$ cat src/hdl/b64d_pkg.sv
// ----------------------------------------------------------------------------
// b64d_pkg
// Shared types, constants and the character map for the base64url decoder.
// ----------------------------------------------------------------------------
`default_nettype none

package b64d_pkg;

  // Saturation limit of the decoded byte count
  localparam int unsigned MAX_DECODED_BYTES = 49152;
  localparam int unsigned COUNT_W           = 16;
  localparam int unsigned COUNT_MAX_RAW     = (1 << COUNT_W) - 1;
  localparam int unsigned COUNT_LIMIT_INT   =
    (MAX_DECODED_BYTES > COUNT_MAX_RAW) ? COUNT_MAX_RAW : MAX_DECODED_BYTES;
  localparam logic [COUNT_W-1:0] COUNT_LIMIT = COUNT_LIMIT_INT[COUNT_W-1:0];

  // Queue between the front and the back
  localparam int unsigned Q_DEPTH = 2;
  localparam int unsigned Q_PTR_W = (Q_DEPTH > 1) ? $clog2(Q_DEPTH) : 1;
  localparam int unsigned Q_CNT_W = $clog2(Q_DEPTH + 1);

  // Character classes
  typedef enum logic [1:0] {
    KIND_SEXTET = 2'd0,
    KIND_PAD    = 2'd1,
    KIND_BAD    = 2'd2
  } char_kind_t;

  // Quartet positions
  localparam logic [1:0] POS_FIRST  = 2'd0;
  localparam logic [1:0] POS_SECOND = 2'd1;
  localparam logic [1:0] POS_THIRD  = 2'd2;
  localparam logic [1:0] POS_FOURTH = 2'd3;

  // One classified character as it moves through the queue
  typedef struct packed {
    char_kind_t  kind;
    logic [5:0]  sextet;
    logic        last;
  } b64d_item_t;

  // Queue handshake toward the back
  typedef struct packed {
    logic       valid;
    b64d_item_t item;
  } b64d_head_t;

  // Map one character of the URL-safe alphabet
  function automatic b64d_item_t classify(input logic [7:0] ch, input logic last);
    b64d_item_t it;
    logic [7:0] val;
    begin
      it.kind   = KIND_SEXTET;
      it.last   = last;
      val       = 8'd0;
      if (ch inside {[8'h41:8'h5A]}) begin
        val = ch - 8'h41;
      end else if (ch inside {[8'h61:8'h7A]}) begin
        val = ch - 8'h61 + 8'd26;
      end else if (ch inside {[8'h30:8'h39]}) begin
        val = ch - 8'h30 + 8'd52;
      end else if (ch == 8'h2D) begin
        val = 8'd62;
      end else if (ch == 8'h5F) begin
        val = 8'd63;
      end else if (ch == 8'h3D) begin
        it.kind = KIND_PAD;
      end else begin
        it.kind = KIND_BAD;
      end
      it.sextet = val[5:0];
      return it;
    end
  endfunction

endpackage

`default_nettype wire

$ cat src/hdl/base64url_stream_decoder_top.sv
// ----------------------------------------------------------------------------
// base64url_stream_decoder_top
// Streaming base64url decoder, one character per beat, padding optional.
// ----------------------------------------------------------------------------
// Usage:
//   Input channel (in_valid/in_ready) carries one character per beat, with
//   in_is_final set on the last character of each string. Every input beat
//   yields exactly one result beat on out_valid/out_ready. out_byte_valid
//   flags a completed data byte. On the final beat out_done_res is set,
//   out_bad_input reports an invalid string (all its bytes are then to be
//   dropped) and out_decoded_count gives the saturating byte count.
//   A beat passes through the front register, a queue slot and the result
//   register on its way to the result beat. Throughput: one character per
//   cycle as long as the receiver holds out_ready high for every result beat.
//   Reset (rst_n low, synchronous) empties the pipeline and clears the
//   quartet state; a new string starts at the first beat after reset.
//   When the receiver stalls, the result register holds, the two-entry
//   queue and the front register fill, and in_ready drops after that;
//   no beat is lost or repeated.
// ----------------------------------------------------------------------------
`default_nettype none

module base64url_stream_decoder_top (
  input  wire logic        clk,
  input  wire logic        rst_n,
  input  wire logic [7:0]  in_char,
  input  wire logic        in_is_final,
  input  wire logic        in_valid,
  output logic             in_ready,
  output logic [7:0]       out_byte,
  output logic             out_byte_valid,
  output logic             out_done_res,
  output logic             out_bad_input,
  output logic [15:0]      out_decoded_count,
  output logic             out_valid,
  input  wire logic        out_ready
);

  logic                 push;
  logic                 q_full;
  logic                 pop;
  b64d_pkg::b64d_item_t push_item;
  b64d_pkg::b64d_head_t head;

  b64d_front u_front (
    .clk         (clk),
    .rst_n       (rst_n),
    .in_char     (in_char),
    .in_is_final (in_is_final),
    .in_valid    (in_valid),
    .in_ready    (in_ready),
    .push        (push),
    .push_item   (push_item),
    .q_full      (q_full)
  );

  b64d_queue u_queue (
    .clk       (clk),
    .rst_n     (rst_n),
    .push      (push),
    .push_item (push_item),
    .full      (q_full),
    .pop       (pop),
    .head      (head)
  );

  b64d_back u_back (
    .clk               (clk),
    .rst_n             (rst_n),
    .head              (head),
    .pop               (pop),
    .out_byte          (out_byte),
    .out_byte_valid    (out_byte_valid),
    .out_done_res      (out_done_res),
    .out_bad_input     (out_bad_input),
    .out_decoded_count (out_decoded_count),
    .out_valid         (out_valid),
    .out_ready         (out_ready)
  );

  // Non-final beats carry no verdict or count
  a_no_verdict_midstring: assert property (@(posedge clk) disable iff (!rst_n)
    out_valid && !out_done_res |-> !out_bad_input && out_decoded_count == 16'd0)
    else $error("verdict on a non-final beat");

  // A byte that is not valid reads as zero
  a_byte_zero: assert property (@(posedge clk) disable iff (!rst_n)
    out_valid && !out_byte_valid |-> out_byte == 8'd0)
    else $error("stray data byte");

  // Bad strings report no count
  a_bad_no_count: assert property (@(posedge clk) disable iff (!rst_n)
    out_valid && out_bad_input |-> out_decoded_count == 16'd0)
    else $error("count on a bad string");

  // Count never passes the saturation limit
  a_count_limit: assert property (@(posedge clk) disable iff (!rst_n)
    out_valid && out_done_res |-> out_decoded_count <= b64d_pkg::COUNT_LIMIT)
    else $error("count above limit");

endmodule

`default_nettype wire

$ cat src/hdl/b64d_front.sv
// ----------------------------------------------------------------------------
// b64d_front
// Accepts character beats, classifies them and holds one in a register
// until the queue takes it.
// ----------------------------------------------------------------------------
`default_nettype none

module b64d_front (
  input  wire logic               clk,
  input  wire logic               rst_n,
  input  wire logic [7:0]         in_char,
  input  wire logic               in_is_final,
  input  wire logic               in_valid,
  output logic                    in_ready,
  output logic                    push,
  output b64d_pkg::b64d_item_t    push_item,
  input  wire logic               q_full
);

  logic                 hold_valid_r;
  logic                 hold_valid_nxt;
  b64d_pkg::b64d_item_t hold_item_r;

  // Register drains whenever the queue has room
  assign push      = hold_valid_r && !q_full;
  assign push_item = hold_item_r;
  assign in_ready  = !hold_valid_r || !q_full;

  always_comb begin
    hold_valid_nxt = hold_valid_r;
    if (in_valid && in_ready) begin
      hold_valid_nxt = 1'b1;
    end else if (push) begin
      hold_valid_nxt = 1'b0;
    end
  end

  always_ff @(posedge clk) begin
    if (!rst_n) begin
      hold_valid_r <= 1'b0;
    end else begin
      hold_valid_r <= hold_valid_nxt;
    end
  end

  // Classified beat
  always_ff @(posedge clk) begin
    if (in_valid && in_ready) begin
      hold_item_r <= b64d_pkg::classify(in_char, in_is_final);
    end
  end

endmodule

`default_nettype wire

$ cat src/hdl/b64d_queue.sv
// ----------------------------------------------------------------------------
// b64d_queue
// Short FIFO of classified characters between the front and the back.
// ----------------------------------------------------------------------------
`default_nettype none

module b64d_queue (
  input  wire logic                 clk,
  input  wire logic                 rst_n,
  input  wire logic                 push,
  input  wire b64d_pkg::b64d_item_t push_item,
  output logic                      full,
  input  wire logic                 pop,
  output b64d_pkg::b64d_head_t      head
);

  b64d_pkg::b64d_item_t                 slot_r [b64d_pkg::Q_DEPTH];
  logic [b64d_pkg::Q_PTR_W-1:0]         wr_ptr_r;
  logic [b64d_pkg::Q_PTR_W-1:0]         rd_ptr_r;
  logic [b64d_pkg::Q_CNT_W-1:0]         count_r;
  logic [b64d_pkg::Q_CNT_W-1:0]         count_nxt;

  localparam logic [b64d_pkg::Q_CNT_W-1:0] DEPTH_CNT =
    b64d_pkg::Q_DEPTH[b64d_pkg::Q_CNT_W-1:0];
  localparam logic [b64d_pkg::Q_PTR_W-1:0] LAST_PTR =
    b64d_pkg::Q_PTR_W'(b64d_pkg::Q_DEPTH - 1);

  assign full       = (count_r == DEPTH_CNT);
  assign head.valid = (count_r != '0);
  assign head.item  = slot_r[rd_ptr_r];

  always_comb begin
    count_nxt = count_r;
    if (push && !pop) begin
      count_nxt = count_r + 1'b1;
    end else if (pop && !push) begin
      count_nxt = count_r - 1'b1;
    end
  end

  // Pointers wrap at the depth
  always_ff @(posedge clk) begin
    if (!rst_n) begin
      wr_ptr_r <= '0;
      rd_ptr_r <= '0;
      count_r  <= '0;
    end else begin
      count_r <= count_nxt;
      if (push) begin
        wr_ptr_r <= (wr_ptr_r == LAST_PTR) ? '0 : wr_ptr_r + 1'b1;
      end
      if (pop) begin
        rd_ptr_r <= (rd_ptr_r == LAST_PTR) ? '0 : rd_ptr_r + 1'b1;
      end
    end
  end

  always_ff @(posedge clk) begin
    if (push) begin
      slot_r[wr_ptr_r] <= push_item;
    end
  end

endmodule

`default_nettype wire

$ cat src/hdl/b64d_back.sv
// ----------------------------------------------------------------------------
// b64d_back
// Quartet decoder: tracks position, pad and error state, assembles bytes
// and drives the registered result beat.
// ----------------------------------------------------------------------------
`default_nettype none

module b64d_back (
  input  wire logic                 clk,
  input  wire logic                 rst_n,
  input  wire b64d_pkg::b64d_head_t head,
  output logic                      pop,
  output logic [7:0]                out_byte,
  output logic                      out_byte_valid,
  output logic                      out_done_res,
  output logic                      out_bad_input,
  output logic [15:0]               out_decoded_count,
  output logic                      out_valid,
  input  wire logic                 out_ready
);

  logic [1:0]                     pos_r,  pos_nxt;
  logic [5:0]                     held_r, held_nxt;
  logic                           pad_r,  pad_nxt;
  logic                           err_r,  err_nxt;
  logic [b64d_pkg::COUNT_W-1:0]   cnt_r,  cnt_nxt;

  logic                           ov_r;
  logic [7:0]                     byte_nxt;
  logic                           emit;
  logic                           err;
  logic                           bad;
  logic [b64d_pkg::COUNT_W-1:0]   cnt_step;
  logic [1:0]                     pos_step;
  b64d_pkg::b64d_item_t           it;

  logic [7:0]                     ob_r;
  logic                           obv_r, odone_r, obad_r;
  logic [15:0]                    ocnt_r;

  assign it  = head.item;
  assign pop = head.valid && (!ov_r || out_ready);

  // Decode step for the head item
  always_comb begin
    err      = 1'b0;
    emit     = 1'b0;
    byte_nxt = 8'd0;
    pad_nxt  = pad_r;
    held_nxt = held_r;
    if (pad_r) begin
      // only a second pad closing the quartet may follow a pad
      if (!(it.kind == b64d_pkg::KIND_PAD && pos_r == b64d_pkg::POS_FOURTH)) begin
        err = 1'b1;
      end
    end else if (it.kind == b64d_pkg::KIND_BAD) begin
      err = 1'b1;
    end else if (it.kind == b64d_pkg::KIND_PAD) begin
      if (pos_r == b64d_pkg::POS_FIRST || pos_r == b64d_pkg::POS_SECOND) begin
        err = 1'b1;
      end else begin
        pad_nxt = 1'b1;
      end
    end else begin
      case (pos_r)
        b64d_pkg::POS_FIRST: begin
          emit = 1'b0;
        end
        b64d_pkg::POS_SECOND: begin
          byte_nxt = {held_r, it.sextet[5:4]};
          emit     = 1'b1;
        end
        b64d_pkg::POS_THIRD: begin
          byte_nxt = {held_r[3:0], it.sextet[5:2]};
          emit     = 1'b1;
        end
        default: begin
          byte_nxt = {held_r[1:0], it.sextet};
          emit     = 1'b1;
        end
      endcase
      held_nxt = it.sextet;
    end

    err_nxt = err_r || err;
    if (err_nxt) begin
      emit     = 1'b0;
      byte_nxt = 8'd0;
    end

    pos_step = pos_r + 2'd1;
    cnt_step = (emit && (cnt_r < b64d_pkg::COUNT_LIMIT)) ? cnt_r + 1'b1 : cnt_r;
    bad      = err_nxt || (pos_step == b64d_pkg::POS_SECOND);

    pos_nxt = pos_step;
    cnt_nxt = cnt_step;
    // Final character closes the string and clears all state
    if (it.last) begin
      pos_nxt  = b64d_pkg::POS_FIRST;
      held_nxt = 6'd0;
      pad_nxt  = 1'b0;
      err_nxt  = 1'b0;
      cnt_nxt  = '0;
    end
  end

  always_ff @(posedge clk) begin
    if (!rst_n) begin
      pos_r  <= b64d_pkg::POS_FIRST;
      held_r <= 6'd0;
      pad_r  <= 1'b0;
      err_r  <= 1'b0;
      cnt_r  <= '0;
    end else if (pop) begin
      pos_r  <= pos_nxt;
      held_r <= held_nxt;
      pad_r  <= pad_nxt;
      err_r  <= err_nxt;
      cnt_r  <= cnt_nxt;
    end
  end

  // Result register
  always_ff @(posedge clk) begin
    if (!rst_n) begin
      ov_r <= 1'b0;
    end else if (pop) begin
      ov_r <= 1'b1;
    end else if (out_ready) begin
      ov_r <= 1'b0;
    end
  end

  always_ff @(posedge clk) begin
    if (pop) begin
      ob_r    <= byte_nxt;
      obv_r   <= emit;
      odone_r <= it.last;
      obad_r  <= it.last && bad;
      ocnt_r  <= (it.last && !bad) ? 16'(cnt_step) : 16'd0;
    end
  end

  assign out_valid         = ov_r;
  assign out_byte          = ob_r;
  assign out_byte_valid    = obv_r;
  assign out_done_res      = odone_r;
  assign out_bad_input     = obad_r;
  assign out_decoded_count = ocnt_r;

endmodule

`default_nettype wire
$ cat config.mk
export PLATFORM = sky130hd
export DESIGN_NAME = base64url_stream_decoder_top
export DESIGN_NICKNAME = d
export VERILOG_FILES = /design/src/hdl/b64d_pkg.sv /design/src/hdl/base64url_stream_decoder_top.sv /design/src/hdl/b64d_front.sv /design/src/hdl/b64d_queue.sv /design/src/hdl/b64d_back.sv
export SDC_FILE = /design/constraint.sdc
export NUM_CORES = 1
export LEC_CHECK = 0
export BUFFER_PORTS_ARGS = -buffer_cell sky130_fd_sc_hd__buf_4
export CAP_MARGIN = 20
export CORE_MARGIN = 2
export CORE_UTILIZATION = 28
export CTS_CLUSTER_DIAMETER = 120
export DETAILED_ROUTE_END_ITERATION = 10
export GPL_TIMING_DRIVEN = 0
export HOLD_SLACK_MARGIN = 0.06
export RECOVER_POWER = 100
export SKIP_LAST_GASP = 1
export SYNTH_ARGS = -nofsm -noshare
export SYNTH_HDL_FRONTEND = slang
export SYNTH_SLANG_ARGS = --single-unit
$ cat constraint.sdc
create_clock -name clk -period 2.9 [get_ports clk]
set_input_delay 0.58 -clock clk [delete_from_list [all_inputs] [get_ports clk]]
set_output_delay 0.58 -clock clk [all_outputs]
set_load 0.005 [all_outputs]
==> results.toml, run 1 <==
[grt]
gr-total-overflow = 0
antenna_found_initial = 0
grt_usage = 0.119
grt_max_degree = 21
grt_pass1_wl_um = 15900
grt_pass1_vias = 3262

[setup_path]
crit_chain = "inv_1, ha_1, a211oi_4, nand2_1, or3_1, or4_1, a21oi_1"
crit_slowest_cell = "or4_1"
critical-path-max-stage-delay_ns = 0.51
path_delay_family = "simple AND/OR/NAND/NOR gates"
worstPathMaxFanout = 8
path_buf_inv = 1
path_class = "flip-flop to flip-flop"
critPathRequiredTime_ns = 3.09
cp-start-kind = "flip-flop"
crit_path_end_kind = "flip-flop"
crit_arrival_ns = 2.85

[yosys]
synth_edf_count = 54
syn_area_mm2 = 0.00447
ys_seq_area_frac = 0.511
synthSimpleGateAreaFrac = 0.182
synth_top_flop_cell = "edfxtp_1"
synth_mux_area_frac = 0.0308
synth-adder-area-share = 0.0476
yosys.area.top_type = "edfxtp_1"
synth_xor_area_frac = 0.0451
synth_compound_area_frac = 0.148
synth.avg_cell_area_um2 = 10.2
synth_top_area_frac = 0.363
yosysWarningCount = 0
synthDistinctLibCells = 57
syn_nets = 468
syn_inst = 438
synth_top_family_by_area = "simple AND/OR/NAND/NOR gates"
ys_async_sr_fraction = 0
ys_ff_latch = 87
synthTopCellsByArea = "edfxtp_1, dfxtp_1, ha_1"

[sta]
fin_crit_ns = 2.66
whs_ns = 0.440
fmax_ghz = 0.376
hold_violations = 0
setup_viol = 0
slew_headroom = 0.489
period_share = 0.918
fin_skew_ns = 0.00694
rsz0062_at_grt = "no"
worst_pin_slew_ns = 0.764
slew_violations = 0

[route]
ant_nets = 0
wl_per_cell_um = 13.4
drt-initial-drc-count = 257
viasPerCell = 4.85
firstDrtPassIters = 5
drc = 0
finalWirelength_um = 9560
via_count = 3455

[cts]
cts-buffers-inserted = 9
post_cts_resized = 0
post-cts-setup-buffer-count = 0
clk_path_buf_depth = 2
cts_root_buf = "clkbuf_16"
cts.sinks = 87
cts_tree = "done"
htreeDepth = 3
clkTransAtPathRegs_ns = 0.06
clock_latency_ns = 0.35
hold_buffers = 0

[power]
powerDensity_mw_per_mm2 = 722
power_uw = 3860
peakVddDrop_v = 0.000326
cellLeakagePower_uw = 0.00183

[placed_design]
dpl.cell_count = 696
dpl-instance-area_mm2 = 0.00507
portBuffers = 41
dp_hpwl_um = 7050
place.gp.congestion = 0.860

[floorplan]
dieArea_mm2 = 0.0170
rows = 46
start_util = 0.284
die_x_um = 130
design.core.area_mm2 = 0.0157
dieHeight_um = 130
io_pins = 42

[hold_path]
hold_path.class = "input port to flip-flop"

[flow_run]
maxCapViolations = 0

[run_status]
status = "finished, final reports clean"

[finish]
final_nets = 521
layout-drive-gt1-share = 0.147
areaGrowthSynthToFinish_pct = 19.5
design_area_mm2 = 0.00534
nFillCells = 1578
fin_cells = 712
diodes = 0
## logic make-up (layout without fill, tap and decap cells)
group | count (synthesis) | count (layout)
DFF | 87 | 87
AOI/OAI and AO/OA | 98 | 98
xor gates and xnor gates | 23 | 23
buffers and inverters | 40 | 98
adders and majority gates | 17 | 17
muxes | 13 | 13
and+or+nand+nor | 160 | 160
## per-layer routing
layer / vias to the layer above / part of all wire / GRT usage / routed length, µm
met5: - / 0 / 0 / 0
met4: 0 / 0.027 / 0.0670 / 254
met3: 20 / 0.052 / 0.0193 / 497
met2: 88 / 0.44 / 0.183 / 4240
met1: 1634 / 0.48 / 0.161 / 4560
li1: 1713 / - / - / -
## cell usage in the layout (no fill, tap or decap), types with 15 or more instances in the layout
cell and count:
clkbuf_1 18, xnor2_1 20, inv_1 21, dfxtp_1 33, a21oi_1 29, nand3_1 23, nor2_1 52, edfxtp_1 54
clkbuf_4 29, o21ai_0 15, ha_1 17, nand2_1 23
## final timing paths
kind,from,end,slack (ns),cells after the start
max,u_back.pos_r[0],u_back.out_decoded_count[14],0.24,7
min,in_is_final,u_front.push_item[0],0.44,1
max reg2reg,u_back.pos_r[0],u_back.out_decoded_count[14],0.24,7
min reg2reg,u_front.push_item[1],u_queue.slot_r[0][1],0.45,0
## stage by stage
| step | setup slack, ns | utilization | setup TNS [ns] |
|---|---|---|---|
| floorplan | 0.366 | - | 0 |
| global placement | -0.147 | 0.321 | -0.831 |
| detailed placement | -0.0751 | 0.323 | -0.0993 |
| CTS | 0.291 | 0.341 | 0 |
| global route | 0.0728 | 0.340 | 0 |
| finish | 0.239 | 0.340 | 0 |
## power breakdown
group / total (µW) / switching [µW] / internal [µW]
Combinational: 1090 / 657 / 435
Clock: 1070 / 488 / 586
Sequential: 1690 / 97.1 / 1600
## cell type report
class / instances / area (µm²) / area share
inverters: 22 / 82.6 / 0.0155
clock buffers: 10 / 229 / 0.0429
multi-input cells: 311 / 2020 / 0.379
plain buffers: 18 / 76.3 / 0.0143
clock inverters: 6 / 47.5 / 0.00890
well taps: 216 / 270 / 0.0506
flip-flops and latches: 87 / 2280 / 0.427
repair buffers: 42 / 328 / 0.0614
## synthesized netlist by cell type, drive strengths merged, types with 4 or more instances
cell,count
edfxtp,54
o21ai,15
nor4,9
o21a,5
a22o,5
a211oi,4
mux2i,7
and2,5
nor2,52
nor3,8
o211ai,5
nand3b,4
xnor2,20
nand2,23
clkbuf,14
and3,5
a22oi,11
or3,4
nand4,5
nand2b,5
buf,4
nand3,23
dfxtp,33
mux2,6
or2,4
inv,21
a31oi,4
ha,17
a21oi,29
a221oi,4
## sequential cells by signal, summed over array words and instances, names as in the netlist, named ones only
| signal | count |
|---|---|
| u_back.out_bad_input | 1 |
| u_front.push_item | 9 |
| u_back.cnt_r | 16 |
| u_back.out_decoded_count | 16 |
| u_back.pos_r | 2 |
| u_queue.rd_ptr_r | 1 |
| u_queue.wr_ptr_r | 1 |
| u_back.err_r | 1 |
| u_back.out_byte_valid | 1 |
| u_queue.slot_r | 18 |
| u_back.pad_r | 1 |
| u_queue.count_r | 2 |
| u_front.hold_valid_r | 1 |
| u_back.out_done_res | 1 |
| u_back.out_valid | 1 |
| u_back.held_r | 6 |
| u_back.out_byte | 8 |
(Power assumes the default switching activity.)
==> run 2, diff against run 1 <==
CTS_BUF_LIST = sky130_fd_sc_hd__clkbuf_2 sky130_fd_sc_hd__clkbuf_4 sky130_fd_sc_hd__clkbuf_8   (was not set)
SLEW_MARGIN = 0   (was not set)
SYNTH_HIERARCHICAL = 1   (was not set)
==> run 2 against run 1 <==
Effect of this change: clock skew increased by 0.0047 ns; sequential share of layout area decreased by 0.63 points; cell count rose by 1.4%; sequential power barely moved; critical path type unchanged; largest power group unchanged; highest routed layer unchanged.
==> results.toml, run 2 <==
[run_status]
status = "finished, final reports clean"

[sta]
fin_crit_ns = 2.72
slew_headroom = 0.451
slew_violations = 0
fmax_ghz = 0.367
period_share = 0.939
hold_violations = 0
fin_skew_ns = 0.0116
setup_ws_ns = 0.178
worst_pin_slew_ns = 0.821
rsz0062_at_grt = "no"
finalSetupTns_ns = 0
setup_viol = 0

[cts]
htreeDepth = 3
clkTransAtPathRegs_ns = 0.08
cts_root_buf = "clkbuf_8"
cts_tree = "done"
cts.sinks = 87
clk_path_buf_depth = 2
clock_latency_ns = 0.36
cts-buffers-inserted = 9

[finish]
final_nets = 533
regMostFlops = "u_queue/slot_r"
diodes = 0
areaGrowthSynthToFinish_pct = 17.9
layout-drive-gt1-share = 0.176
layout_common_cells = "edfxtp_1, nor2_1, clkbuf_4, dfxtp_1, a21oi_1"
mostFrequentLayoutCell = "edfxtp_1"
top_regs = "u_queue/slot_r (18), u_back/cnt_r (16), u_back/out_decoded_count (16)"
largest_reg_flops = 18

[placed_design]
dpl_worst_slack_ns = -0.0341
place.gp.congestion = 0.861
portBuffers = 41
dp_hpwl_um = 7100

[floorplan]
dieHeight_um = 132
die_x_um = 132
design.core.area_mm2 = 0.0159
dieArea_mm2 = 0.0175
io_pins = 42
rows = 46
start_util = 0.288

[yosys]
ys_async_sr_fraction = 0
synth.avg_cell_area_um2 = 10.3
ys_seq_area_frac = 0.496
yosys.area.top_type = "edfxtp_1"
syn_nets = 478
synth_top_area_frac = 0.353
syn_inst = 446
synth_compound_area_frac = 0.155
syn_area_mm2 = 0.00460
synthTopCellsByArea = "edfxtp_1, dfxtp_1, ha_1"
synth_top_family_by_area = "simple AND/OR/NAND/NOR gates"
synth-adder-area-share = 0.0517
synth.most_common_cell = "edfxtp_1"
yosysWarningCount = 6
netlist_top_cells_count = "edfxtp_1, nor2_1, dfxtp_1"
synth_edf_count = 54
synthSimpleGateAreaFrac = 0.206
synthDistinctLibCells = 62
synth_mux_area_frac = 0.0299
synth_xor_area_frac = 0.0210
synth_top_flop_cell = "edfxtp_1"
ys_ff_latch = 87

[setup_path]
worstPathMaxFanout = 10
critPathRequiredTime_ns = 3.19
r2r-end = "u_back/cnt_r[12]"
r2r_cells = 9
crit_path_end_kind = "flip-flop"
cp-start-kind = "flip-flop"
critPathCapture = "u_back/cnt_r[12]"
path_class = "flip-flop to flip-flop"
crit_arrival_ns = 3.01
r2r_setup_slack_ns = 0.18

[route]
finalWirelength_um = 9690
viasPerCell = 4.93
wl_per_cell_um = 13.4
firstDrtPassIters = 4
drt-initial-drc-count = 288
ant_nets = 0
drc = 0
via_count = 3560

[grt]
grt_pass1_wl_um = 16000
gr-total-overflow = 0
grt_usage = 0.113
grt_pass1_vias = 3225
antenna_found_initial = 0
grt_max_degree = 19

[power]
power_uw = 3660
powerDensity_mw_per_mm2 = 675
peakVddDrop_v = 0.000285
cellLeakagePower_uw = 0.00187

[hold_path]
hold_path.class = "input port to flip-flop"

[flow_run]
maxCapViolations = 0
-- run 2: changes by cell type after synthesis, sizes merged, moves of 7 or more --
cell,delta
nor4,-8
nand4,+7
nor2,-12
xnor2,-18
or4,+12
a31oi,+7
or3,+9
-- run 2: cell families (layout without fill, tap and decap cells) --
logic type | count (synthesis) | after routing
AO/OA/AOI/OAI | 107 | 107
multiplexers | 12 | 12
buffers and inverters | 42 | 102
flip-flops | 87 | 87
AND/OR/NAND/NOR | 168 | 168
XOR/XNOR | 11 | 11
adder cells (fa/ha/maj) | 19 | 19
-- run 2: worst min-delay path by stage --
stage / from / end / cells past startpoint
after CTS: in_is_final / u_front/push_item[0] / 1
after global routing: in_is_final / u_front/push_item[0] / 1
after detailed placement: u_front/push_item[7] / u_queue/slot_r[1][7] / 0
after floorplan: u_front/push_item[0] / u_queue/slot_r[0][0] / 0
final: in_is_final / u_front/push_item[0] / 1
after global placement: u_front/push_item[1] / u_queue/slot_r[0][1] / 0
-- run 2: cell type report --
cell class,instances,area (µm²)
timing repair buffer,44,335
tap,216,270
inverter,19,71.3
buffer,23,110
sequential,87,2280
multi-input combinational,317,2150
clock inverter,1,30.0
clock buffer,15,175
fill,1627,10500
-- run 2: routing by layer --
metal  routed length, µm  vias to the layer above  track usage
met5                   0                        -            0
met4                 188                        0       0.0562
met3                 338                       13       0.0215
met2                4500                       67        0.176
met1                4660                     1696        0.149
li1                    -                     1784            -
-- run 2: critical path, stage by stage, from the launching register on --
cell and delay, ns:
dfxtp_1 0.31, clkbuf_4 0.19, mux2_2 0.36, ha_1 0.28, nor4b_4 0.35, buf_4 0.18
nand4_1 0.13, buf_2 0.22, or4_1 0.47, a31oi_1 0.16
-- run 2: timing repair --
action | in CTS | in global routing
gates resized for setup | 0 | 8
pin swaps | 1 | 0
setup endpoints to repair | 5 | 19
hold buffers | 0 | 0
hold endpoints to repair | 0 | 0
buffers inserted | 2 | 0
-- run 2: stage by stage --
stage	area (µm²)	hold WS, ns	cells	utilization
4_1_cts	5420	0.391	722	0.340
5_1_grt	5420	0.417	722	0.340
3_3_place_gp	5180	0.425	703	0.325
6_report	5420	0.427	722	0.340
2_1_floorplan	4600	0.421	446	-
3_5_place_dp	5200	0.437	704	0.326
-- run 2: report_power, final --
| part | switching [µW] | leakage [µW] | internal, µW |
|---|---|---|---|
| Sequential | 85.3 | 0.000789 | 1600 |
| Combinational | 644 | 0.000976 | 453 |
| Clock | 406 | 0.000109 | 472 |
